===== src/design/bm3_pkg.sv =====
// Shared types and constants for the 3x3 binary morphology block.
// Used by bm3_front, bm3_back and binary_morphology_3x3.
`timescale 1ns / 1ps

package bm3_pkg;

  // Configuration register indexes
  typedef logic [1:0] reg_idx_t;
  localparam reg_idx_t REG_SPREAD_MODE  = 2'd0;
  localparam reg_idx_t REG_IMAGE_WIDTH  = 2'd1;
  localparam reg_idx_t REG_IMAGE_HEIGHT = 2'd2;

  localparam int IMAGE_WIDTH_W  = 10;
  localparam int IMAGE_HEIGHT_W = 11;
  localparam int CFG_DATA_W     = 11;
  localparam int RST_WIDTH      = 500;
  localparam int RST_HEIGHT     = 500;

  // Input item kinds (tuser)
  localparam logic ACTION_PIXEL = 1'b0;
  localparam logic ACTION_FLUSH = 1'b1;

  // spread_mode codes
  localparam logic MODE_SPREAD_WHITE = 1'b0;
  localparam logic MODE_SPREAD_BLACK = 1'b1;

  // Classified operation handed from the front to the back.
  // mask bit 3*col+row: col 0 left .. 2 right, row 0 top .. 2 bottom.
  typedef struct packed {
    logic       emit;
    logic       last;
    logic       pix;
    logic [8:0] mask;
  } bm3_op_t;

endpackage


===== src/design/bm3_front.sv =====
// Front end: accepts stream items, tracks the frame position and
// classifies each item into a window operation. Depends on bm3_pkg.
`timescale 1ns / 1ps

module bm3_front #(
  parameter int MAX_WIDTH  = 512,
  parameter int MAX_HEIGHT = 1024,
  parameter int CW         = $clog2(MAX_WIDTH),
  parameter int RW         = $clog2(MAX_HEIGHT + 2)
) (
  input  logic            clk,
  input  logic            rst,
  input  logic            restart,
  input  logic [CW-1:0]   w_last,
  input  logic [RW-1:0]   h,
  input  logic            in_valid,
  output logic            in_ready,
  input  logic            in_action,
  input  logic            in_pix,
  input  logic            q_full,
  output logic            push,
  output bm3_pkg::bm3_op_t op,
  output logic [CW-1:0]   addr
);
  import bm3_pkg::*;

  logic [CW-1:0] col;
  logic [RW-1:0] row;
  logic          accept;
  logic          drop;
  logic          c_ge1, c_ge2;
  logic          r_lt_h, r_le_h, r_ge1, r_ge2, r_ge3;
  logic [2:0]    rows, cols;

  assign in_ready = !q_full;
  assign accept   = in_valid && !q_full;
  assign addr     = col;

  always_comb begin
    c_ge1  = (col != '0);
    c_ge2  = (col > CW'(1));
    r_lt_h = (row < h);
    r_le_h = (row <= h);
    r_ge1  = (row >= RW'(1));
    r_ge2  = (row >= RW'(2));
    r_ge3  = (row >= RW'(3));
    // flush inside the frame is dropped; while draining every item is a flush
    drop   = r_lt_h && (in_action == ACTION_FLUSH);
    push   = accept && !drop;
    if (c_ge1) begin
      op.emit = r_ge1;
      rows    = {r_lt_h, 1'b1, r_ge2};
      cols    = {1'b1, 1'b1, c_ge2};
    end else begin
      // center sits at the end of the previous row
      op.emit = r_ge2;
      rows    = {r_le_h, 1'b1, r_ge3};
      cols    = {1'b0, 1'b1, 1'b1};
    end
    op.mask = {cols[2] ? rows : 3'b000, cols[1] ? rows : 3'b000,
               cols[0] ? rows : 3'b000};
    op.last = (row > h);
    op.pix  = r_lt_h ? in_pix : 1'b0;
  end

  always_ff @(posedge clk) begin
    if (rst || restart) begin
      col <= '0;
      row <= '0;
    end else if (push) begin
      if (op.last) begin
        col <= '0;
        row <= '0;
      end else if (col == w_last) begin
        col <= '0;
        row <= row + RW'(1);
      end else begin
        col <= col + CW'(1);
      end
    end
  end

  a_last_at_row_start: assert property (@(posedge clk) disable iff (rst)
    (push && op.last) |-> (col == '0))
    else $error("frame end seen away from column zero");

  a_row_bound: assert property (@(posedge clk) disable iff (rst)
    row <= h + RW'(1))
    else $error("row counter ran past the drain row");

  a_col_bound: assert property (@(posedge clk) disable iff (rst)
    col <= w_last)
    else $error("column counter ran past the row end");

endmodule


===== src/design/bm3_queue.sv =====
// Short FIFO between the front end and the back end.
// Generic payload; no package dependency.
`timescale 1ns / 1ps

module bm3_queue #(
  parameter int DATA_W = 21,
  parameter int DEPTH  = 4
) (
  input  logic              clk,
  input  logic              rst,
  input  logic              push,
  input  logic [DATA_W-1:0] wr_data,
  output logic              full,
  input  logic              pop,
  output logic              empty,
  output logic [DATA_W-1:0] rd_data
);

  localparam int PW = (DEPTH > 1) ? $clog2(DEPTH) : 1;
  localparam int NW = $clog2(DEPTH + 1);

  logic [DATA_W-1:0] slots [DEPTH];
  logic [PW-1:0]     wr_ptr, rd_ptr;
  logic [NW-1:0]     count;
  logic              do_push, do_pop;

  assign full    = (count == NW'(DEPTH));
  assign empty   = (count == '0);
  assign do_push = push && !full;
  assign do_pop  = pop && !empty;
  assign rd_data = slots[rd_ptr];

  always_ff @(posedge clk) begin
    if (do_push) begin
      slots[wr_ptr] <= wr_data;
    end
  end

  always_ff @(posedge clk) begin
    if (rst) begin
      wr_ptr <= '0;
      rd_ptr <= '0;
      count  <= '0;
    end else begin
      if (do_push) begin
        wr_ptr <= (wr_ptr == PW'(DEPTH - 1)) ? '0 : wr_ptr + PW'(1);
      end
      if (do_pop) begin
        rd_ptr <= (rd_ptr == PW'(DEPTH - 1)) ? '0 : rd_ptr + PW'(1);
      end
      if (do_push && !do_pop) begin
        count <= count + NW'(1);
      end else if (do_pop && !do_push) begin
        count <= count - NW'(1);
      end
    end
  end

endmodule


===== src/design/bm3_back.sv =====
// Back end: line stores, 3x3 window, decision logic and output register.
// Depends on bm3_pkg for the operation type and mode codes.
`timescale 1ns / 1ps

module bm3_back #(
  parameter int MAX_WIDTH = 512,
  parameter int CW        = $clog2(MAX_WIDTH)
) (
  input  logic            clk,
  input  logic            rst,
  input  logic            restart,
  input  logic            spread_mode,
  input  logic            q_valid,
  input  bm3_pkg::bm3_op_t q_op,
  input  logic [CW-1:0]   q_addr,
  output logic            q_pop,
  output logic            out_valid,
  input  logic            out_ready,
  output logic            out_white,
  output logic            out_last
);
  import bm3_pkg::*;

  logic          line_upper  [MAX_WIDTH];
  logic          line_middle [MAX_WIDTH];

  logic          b_valid;
  bm3_op_t       b_op;
  logic [CW-1:0] b_addr;
  logic          top_q, mid_q;
  logic          b_fire;
  logic [8:0]    win, win_next, masked;
  logic          res;

  assign b_fire = b_valid && (!b_op.emit || !out_valid || out_ready);
  assign q_pop  = q_valid && (!b_valid || b_fire);

  always_comb begin
    win_next = {b_op.pix, mid_q, top_q, win[8:3]};
    masked   = win_next & b_op.mask;
    if (spread_mode == MODE_SPREAD_BLACK) begin
      res = &(masked | ~b_op.mask);
    end else begin
      res = |masked;
    end
  end

  // read the stores as the item enters the stage, write back as it leaves
  always_ff @(posedge clk) begin
    if (q_pop) begin
      top_q <= line_upper[q_addr];
      mid_q <= line_middle[q_addr];
    end
    if (b_fire) begin
      line_upper[b_addr]  <= mid_q;
      line_middle[b_addr] <= b_op.pix;
    end
  end

  always_ff @(posedge clk) begin
    if (q_pop) begin
      b_op   <= q_op;
      b_addr <= q_addr;
    end
    if (b_fire && b_op.emit) begin
      out_white <= res;
      out_last  <= b_op.last;
    end
  end

  always_ff @(posedge clk) begin
    if (rst) begin
      b_valid   <= 1'b0;
      out_valid <= 1'b0;
      win       <= '0;
    end else begin
      if (q_pop) begin
        b_valid <= 1'b1;
      end else if (b_fire) begin
        b_valid <= 1'b0;
      end
      if (b_fire && b_op.emit) begin
        out_valid <= 1'b1;
      end else if (out_ready) begin
        out_valid <= 1'b0;
      end
      if (restart) begin
        win <= '0;
      end else if (b_fire) begin
        win <= b_op.last ? '0 : win_next;
      end
    end
  end

endmodule


===== src/design/binary_morphology_3x3.sv =====
// 3x3 binary erosion/dilation on a raster pixel stream. Takes one pixel per
// clock (tuser 0) if not stalled and returns the processed pixel for each
// frame position, one row plus one pixel behind the input; after the last
// pixel of a frame, send row-plus-one flush transactions (tuser 1) to drain
// it, the final output carrying tlast. Flush transactions inside a frame are
// dropped and pixels sent while draining count as flushes. Unstalled, the
// sustained rate is one transaction per clock: each line store does one read
// and one write per clock in a two-step read/write-back stage, fed from a
// four-entry queue. Writes to config registers 0 to 2 restart the frame; line
// stores are kept. Depends on bm3_pkg, bm3_front, bm3_queue and bm3_back.
`timescale 1ns / 1ps

module binary_morphology_3x3 #(
  parameter int MAX_WIDTH  = 512,
  parameter int MAX_HEIGHT = 1024
) (
  input  logic                          clk,
  input  logic                          rst,
  input  logic                          s_axis_tvalid,
  output logic                          s_axis_tready,
  input  logic [7:0]                    s_axis_tdata,  // [0] pixel_white
  input  logic                          s_axis_tuser,  // [0] action
  output logic                          m_axis_tvalid,
  input  logic                          m_axis_tready,
  output logic [7:0]                    m_axis_tdata,  // [0] out_white
  output logic                          m_axis_tlast,
  input  logic                          cfg_we,
  input  bm3_pkg::reg_idx_t             cfg_index,
  input  logic [bm3_pkg::CFG_DATA_W-1:0] cfg_data
);
  import bm3_pkg::*;

  localparam int CW      = $clog2(MAX_WIDTH);
  localparam int RW      = $clog2(MAX_HEIGHT + 2);
  localparam int W_RST   = (RST_WIDTH > MAX_WIDTH) ? MAX_WIDTH : RST_WIDTH;
  localparam int H_RST   = (RST_HEIGHT > MAX_HEIGHT) ? MAX_HEIGHT : RST_HEIGHT;
  localparam int OP_W    = $bits(bm3_op_t);
  localparam int Q_W     = CW + OP_W;
  localparam int Q_DEPTH = 4;

  logic          spread_mode;
  logic [CW-1:0] w_last, w_last_next;
  logic [RW-1:0] h, h_next;
  logic [31:0]   w_clamp, h_clamp;
  logic          restart;

  logic          push, q_full, q_empty, q_pop;
  bm3_op_t       f_op, q_op;
  logic [CW-1:0] f_addr, q_addr;
  logic [Q_W-1:0] q_rd;
  logic          out_white;

  // clamp sizes into the supported range as they are written
  always_comb begin
    w_clamp = 32'(cfg_data[IMAGE_WIDTH_W-1:0]);
    if (w_clamp < 32'd2) w_clamp = 32'd2;
    if (w_clamp > 32'(MAX_WIDTH)) w_clamp = 32'(MAX_WIDTH);
    h_clamp = 32'(cfg_data[IMAGE_HEIGHT_W-1:0]);
    if (h_clamp < 32'd2) h_clamp = 32'd2;
    if (h_clamp > 32'(MAX_HEIGHT)) h_clamp = 32'(MAX_HEIGHT);
    w_last_next = CW'(w_clamp - 32'd1);
    h_next      = RW'(h_clamp);
    restart     = cfg_we && (cfg_index == REG_SPREAD_MODE ||
                             cfg_index == REG_IMAGE_WIDTH ||
                             cfg_index == REG_IMAGE_HEIGHT);
  end

  always_ff @(posedge clk) begin
    if (rst) begin
      spread_mode <= MODE_SPREAD_WHITE;
      w_last      <= CW'(W_RST - 1);
      h           <= RW'(H_RST);
    end else if (cfg_we) begin
      case (cfg_index)
        REG_SPREAD_MODE:  spread_mode <= cfg_data[0];
        REG_IMAGE_WIDTH:  w_last      <= w_last_next;
        REG_IMAGE_HEIGHT: h           <= h_next;
        default: ;
      endcase
    end
  end

  bm3_front #(
    .MAX_WIDTH  (MAX_WIDTH),
    .MAX_HEIGHT (MAX_HEIGHT),
    .CW         (CW),
    .RW         (RW)
  ) u_front (
    .clk       (clk),
    .rst       (rst),
    .restart   (restart),
    .w_last    (w_last),
    .h         (h),
    .in_valid  (s_axis_tvalid),
    .in_ready  (s_axis_tready),
    .in_action (s_axis_tuser),
    .in_pix    (s_axis_tdata[0]),
    .q_full    (q_full),
    .push      (push),
    .op        (f_op),
    .addr      (f_addr)
  );

  bm3_queue #(
    .DATA_W (Q_W),
    .DEPTH  (Q_DEPTH)
  ) u_queue (
    .clk     (clk),
    .rst     (rst),
    .push    (push),
    .wr_data ({f_addr, f_op}),
    .full    (q_full),
    .pop     (q_pop),
    .empty   (q_empty),
    .rd_data (q_rd)
  );

  assign q_op   = q_rd[OP_W-1:0];
  assign q_addr = q_rd[Q_W-1:OP_W];

  bm3_back #(
    .MAX_WIDTH (MAX_WIDTH),
    .CW        (CW)
  ) u_back (
    .clk         (clk),
    .rst         (rst),
    .restart     (restart),
    .spread_mode (spread_mode),
    .q_valid     (!q_empty),
    .q_op        (q_op),
    .q_addr      (q_addr),
    .q_pop       (q_pop),
    .out_valid   (m_axis_tvalid),
    .out_ready   (m_axis_tready),
    .out_white   (out_white),
    .out_last    (m_axis_tlast)
  );

  assign m_axis_tdata = {7'b0, out_white};

endmodule

===== config.mk =====
export PLATFORM = sky130hd
export DESIGN_NAME = binary_morphology_3x3
export DESIGN_NICKNAME = d
export VERILOG_FILES = /design/src/design/bm3_pkg.sv /design/src/design/bm3_front.sv /design/src/design/bm3_queue.sv /design/src/design/bm3_back.sv /design/src/design/binary_morphology_3x3.sv
export SDC_FILE = /design/constraint.sdc
export NUM_CORES = 2
export LEC_CHECK = 0
export BUFFER_PORTS_ARGS = -buffer_cell sky130_fd_sc_hd__buf_4
export CAP_MARGIN = 5
export CORE_MARGIN = 8
export CORE_UTILIZATION = 48
export DETAILED_ROUTE_END_ITERATION = 16
export PLACE_DENSITY = 0.64
export SLEW_MARGIN = 15
export SYNTH_ARGS = -nofsm -noshare
export SYNTH_HDL_FRONTEND = slang
export SYNTH_SLANG_ARGS = --single-unit

===== constraint.sdc =====
create_clock -name clk -period 18.6 [get_ports clk]
set_clock_uncertainty 0.1 [all_clocks]
set_input_delay 1.86 -clock clk [delete_from_list [all_inputs] [get_ports clk]]
set_output_delay 1.86 -clock clk [all_outputs]
set_load 0.05 [all_outputs]

==> results <==
- The first-iteration detailed-routing DRC count is 2,764.
- The clock period minus final worst setup slack is 6.40 ns.
- Of all nets on the critical path, the largest fanout is about 130.
- The count of unresolved DRC violations after routing is 0.
- The internal portion of the total power is between 0.005 and 0.006 W.
- The number of placement rows is 118.
- The synthesized netlist devotes under 10% of its cell area to compound gates.
- Across the run, the number of max-cap violations was 0.
- In the layout the commonest cells are sky130_fd_sc_hd__edfxtp_1 (1,128), sky130_fd_sc_hd__nor2_1 (578), sky130_fd_sc_hd__mux2i_1 (408).
- The required time of the critical path is 19.05 ns.
- Summed over all layers, the routed wires come to 123,000 um.
- The warning count from the yosys run is 0.
- The depth of the worst register-to-register path is 13.
- The type of the worst setup path is flop to flop.
- The total routing usage reported by global routing is approximately a fifth.
- The worst-case IR drop observed on VDD is 0.139 mV.
- The power share of the combinational group is 29.8%.
- The post-route clock period utilization is about a third.
- The flow ran to the end, and the final reports show no timing, DRC or antenna violations.
- For this design the top-level I/O count stands at 38.
- After synthesis, the mean cell area works out to 14.2 um^2.
- The floorplan step defined a die boundary enclosing 0.115 mm^2.
- The number of inserted filler cells in the final layout is 8,550.
- The number of clock sinks is 1,186.
- The proportion of total power due to net switching is 34.1%.
- The endpoint class of the critical path is a flop.
- The total overflow left after global routing is 0.
- The global-route wire length before repair is about 180,000 um.
- The main flop type after synthesis is sky130_fd_sc_hd__edfxtp_1.
- The vias after detailed routing is roughly 29k.
- The net count of the finished layout is 3,540.
- The buffers inserted during post-CTS setup optimization is 0.
- After Yosys synthesis, full adders, half adders and majority gates account for 0.639% of the synthesized area.
- The synthesized netlist cell count is 3,540.
- Setup repair after global routing left no endpoint under its margin.
- The number of global-route vias before repair is 29.2k.
- After routing, the total negative slack on setup checks comes to 0 ns.
- The classification of the worst-slack hold path is flop to flop.
- The share of total power dissipated in sequential elements is a little over two fifths.
- The number of hold buffers added after CTS is 0.
- The xor/xnor cell area share of the yosys netlist is less than 1%.
- The mapped netlist covers 0.0501 mm^2.
- Setup violations remaining at the end of the flow were counted as 0.
- The number of H-tree levels is 3.
- The remaining number of nets flagged by the antenna check after routing is 0.
- Yosys mapped a number of flops with a built-in enable equal to 1,128.
- For this configuration, the core starts out at a cell density of about 48%.
- The category of the worst setup path launch point is a flop.
- In this run the horizontal extent of the chip is 339 um.
- The worst pin sits at a relative slew slack of 17.7%.
- The total net switching power is around 0.0028 W.
- The number of unique standard cell types used by synthesis is 76.
- The post-CTS clock slew at the launch and capture registers of the worst setup and hold paths is 0.06 ns.
- In this run, synthesis produced a sequential element count of between 1k and 1.5k.
- Before CTS, the worst setup slack after placement is between 10 and 15 ns.
- The simple-gate share of the synthesized area is 10.1%.
- The post-route netlist has 8.86% of its cells at a drive strength greater than 1.
- Setup slack on the critical path of the routed design comes to 12.20 ns.
- The synthesis-to-finish area growth is 9.39%.
- The measured slew at the worst slew-check pin is 1.23 ns.
- The number of buffers between clock root and the deepest sink is 3.
- The per-cell routed wire length is 24.7 um.
- The share of total power dissipated in the clock network is 28.3%.
- The multiplexer share of the synthesized area is 10.5%.
- Input and output buffers added on the ports amount to 23.
- The initial antenna violation count is 2.
- The vias per cell is 5.90.
- The first detailed-routing pass ran for 7 iterations.
- Entering global routing, the biggest net connects ~250 pins.
- TritonCTS built the clock tree.
- Summed over all nets, the half-perimeter wirelength after detailed placement is 66,600 um.
- The worst hold path depth is 2.
- The cell leakage power is 17.9 nW.
- The dominant combinational cell family by area after synthesis is multiplexers.
- After layout, the design draws a total of roughly 0.0081 W.
- The share of async-settable or async-resettable flops after synthesis is 0%.
- The max-slew violation count is 0.
- After clock tree synthesis, the repair step resized 0 gates.
- The routability congestion estimate is 0.792.
- In this run the standard cell core region covers a little over 0.1 mm^2.
- The power density over cell area is 148 mW/mm^2.
- The proportion of synthesized chip area in sequential cells is 69.9%.
- Measured along the y axis, the die boundary spans 339 um.
- The number of buffers added by the clock tree synthesis step is around 120.
- Clock latency on the worst-skew pair, taken at its later pin, is about 0.7 ns.
- The tree is rooted in a sky130_fd_sc_hd__clkbuf_16.
- The most common cell after layout, fill and taps aside is sky130_fd_sc_hd__edfxtp_1.
- The fmax is 156 MHz.
- The number of hold-slack violations in the final timing report is 0.
- Data arrives at the worst endpoint at 6.84 ns.
## sequential cells by signal, indices dropped and copies added (netlist names), 2 cells and up, named ones only
signal and flops:
h 11, u_back.b_addr 9, u_back.b_op 11, u_back.line_middle 512, u_back.line_upper 512, u_back.win 6
u_front.addr 9, u_front.row 11, u_queue.count 3, u_queue.rd_ptr 2, u_queue.slots 80, u_queue.wr_ptr 2
w_last 9
## layer usage
| metal | global-route usage [%] | up-vias | part of all wire, % |
|---|---|---|---|
| li1 | - | 13200 | - |
| met1 | 27.5 | 14900 | 41 |
| met2 | 34.8 | 1014 | 49 |
| met3 | 3.36 | 216 | 6.6 |
| met4 | 6.87 | 2 | 3.0 |
| met5 | 0 | - | 0.0065 |
## Yosys cell counts, types with 13 or more instances
cell / n / area, um^2
sky130_fd_sc_hd__edfxtp_1: 1128 / 33900
sky130_fd_sc_hd__nor2_1: 578 / 2170
sky130_fd_sc_hd__mux2i_1: 408 / 4080
sky130_fd_sc_hd__nand2_1: 355 / 1330
sky130_fd_sc_hd__clkbuf_1: 117 / 439
sky130_fd_sc_hd__a21oi_1: 97 / 485
sky130_fd_sc_hd__dfxtp_1: 58 / 1160
sky130_fd_sc_hd__o221ai_1: 57 / 499
sky130_fd_sc_hd__a31oi_1: 49 / 307
sky130_fd_sc_hd__mux4_2: 49 / 1100
sky130_fd_sc_hd__nand3_1: 45 / 225
sky130_fd_sc_hd__buf_6: 42 / 473
sky130_fd_sc_hd__buf_2: 41 / 205
sky130_fd_sc_hd__nor2b_1: 40 / 250
sky130_fd_sc_hd__nor4_1: 40 / 250
sky130_fd_sc_hd__inv_1: 34 / 128
sky130_fd_sc_hd__nor3_1: 31 / 155
sky130_fd_sc_hd__a211oi_1: 28 / 210
sky130_fd_sc_hd__ha_1: 24 / 300
sky130_fd_sc_hd__buf_4: 22 / 165
sky130_fd_sc_hd__buf_1: 16 / 60.1
sky130_fd_sc_hd__nand4_1: 16 / 100
sky130_fd_sc_hd__a22oi_1: 15 / 113
sky130_fd_sc_hd__a311o_1: 15 / 150
sky130_fd_sc_hd__o22ai_1: 15 / 93.8
sky130_fd_sc_hd__and3_1: 14 / 87.6
sky130_fd_sc_hd__or4_1: 14 / 105
sky130_fd_sc_hd__xor2_1: 14 / 123
sky130_fd_sc_hd__o21ai_0: 13 / 65.1
## metrics by stage
step                util [%]  std cells  area, um^2  hold slack, ns
floorplan                  -       3546       50200           0.336
global route            53.0       4968       54800           0.392
global placement        49.4       4748       51100           0.358
detailed placement      49.4       4748       51100           0.365
CTS                     53.0       4968       54800           0.373
finish                  53.0       4969       54800           0.364
## final timing paths
kind | from | to | slack [ns]
max | flop | u_back.top_q | 12.20
min | h[0] | h[0] | 0.36
max reg2reg | flop | u_back.top_q | 12.20
min reg2reg | h[0] | h[0] | 0.36
## power by group through the flow
stage / sequential [W] / combinational [W] / clock [W]
5_1_grt: 0.00340 / 0.00257 / 0.00243
2_1_floorplan: 0.00377 / 0.00149 / 0
3_3_place_gp: 0.00345 / 0.00239 / 0
3_5_place_dp: 0.00345 / 0.00241 / 0
6_report: 0.00340 / 0.00242 / 0.00230
4_1_cts: 0.00339 / 0.00242 / 0.00233
## logic make-up (layout without fill, tap and decap cells)
group           count (synthesis)  in the layout
compound gates                372            372
xor+xnor                       18             18
fa+ha+maj                      25             25
buf+inv                       285            327
flops                        1186           1186
mux                           464            464
other cells                     1              8
simple gates                 1189           1189
## layout make-up
| class | count | area [um^2] | share of cell area (%) |
|---|---|---|---|
| Tap cell | 1380 | 1730 | 3.15 |
| Antenna cell | 1 | 2.50 | 0.00456 |
| Timing Repair Buffer | 69 | 568 | 1.04 |
| Inverter | 38 | 164 | 0.299 |
| Clock inverter | 68 | 562 | 1.02 |
| Multi-Input combinational cell | 2075 | 13600 | 24.8 |
| Sequential cell | 1186 | 35000 | 63.9 |
| Clock buffer | 152 | 3170 | 5.77 |
## critical path, stage by stage, from the launching register on
cell and delay (ns):
sky130_fd_sc_hd__dfxtp_1 0.31, sky130_fd_sc_hd__buf_4 0.34, sky130_fd_sc_hd__mux2i_1 0.12, sky130_fd_sc_hd__mux2_4 0.49, sky130_fd_sc_hd__inv_16 0.47, sky130_fd_sc_hd__buf_12 0.75
sky130_fd_sc_hd__buf_4 0.91, sky130_fd_sc_hd__mux2i_1 0.16, sky130_fd_sc_hd__o221ai_1 0.23, sky130_fd_sc_hd__a31oi_1 0.08, sky130_fd_sc_hd__nor4_1 0.69, sky130_fd_sc_hd__nor4_1 0.22
sky130_fd_sc_hd__nor4_1 0.74, sky130_fd_sc_hd__and4_1 0.37
No activity file was read; power rests on OpenSTA's default activity.
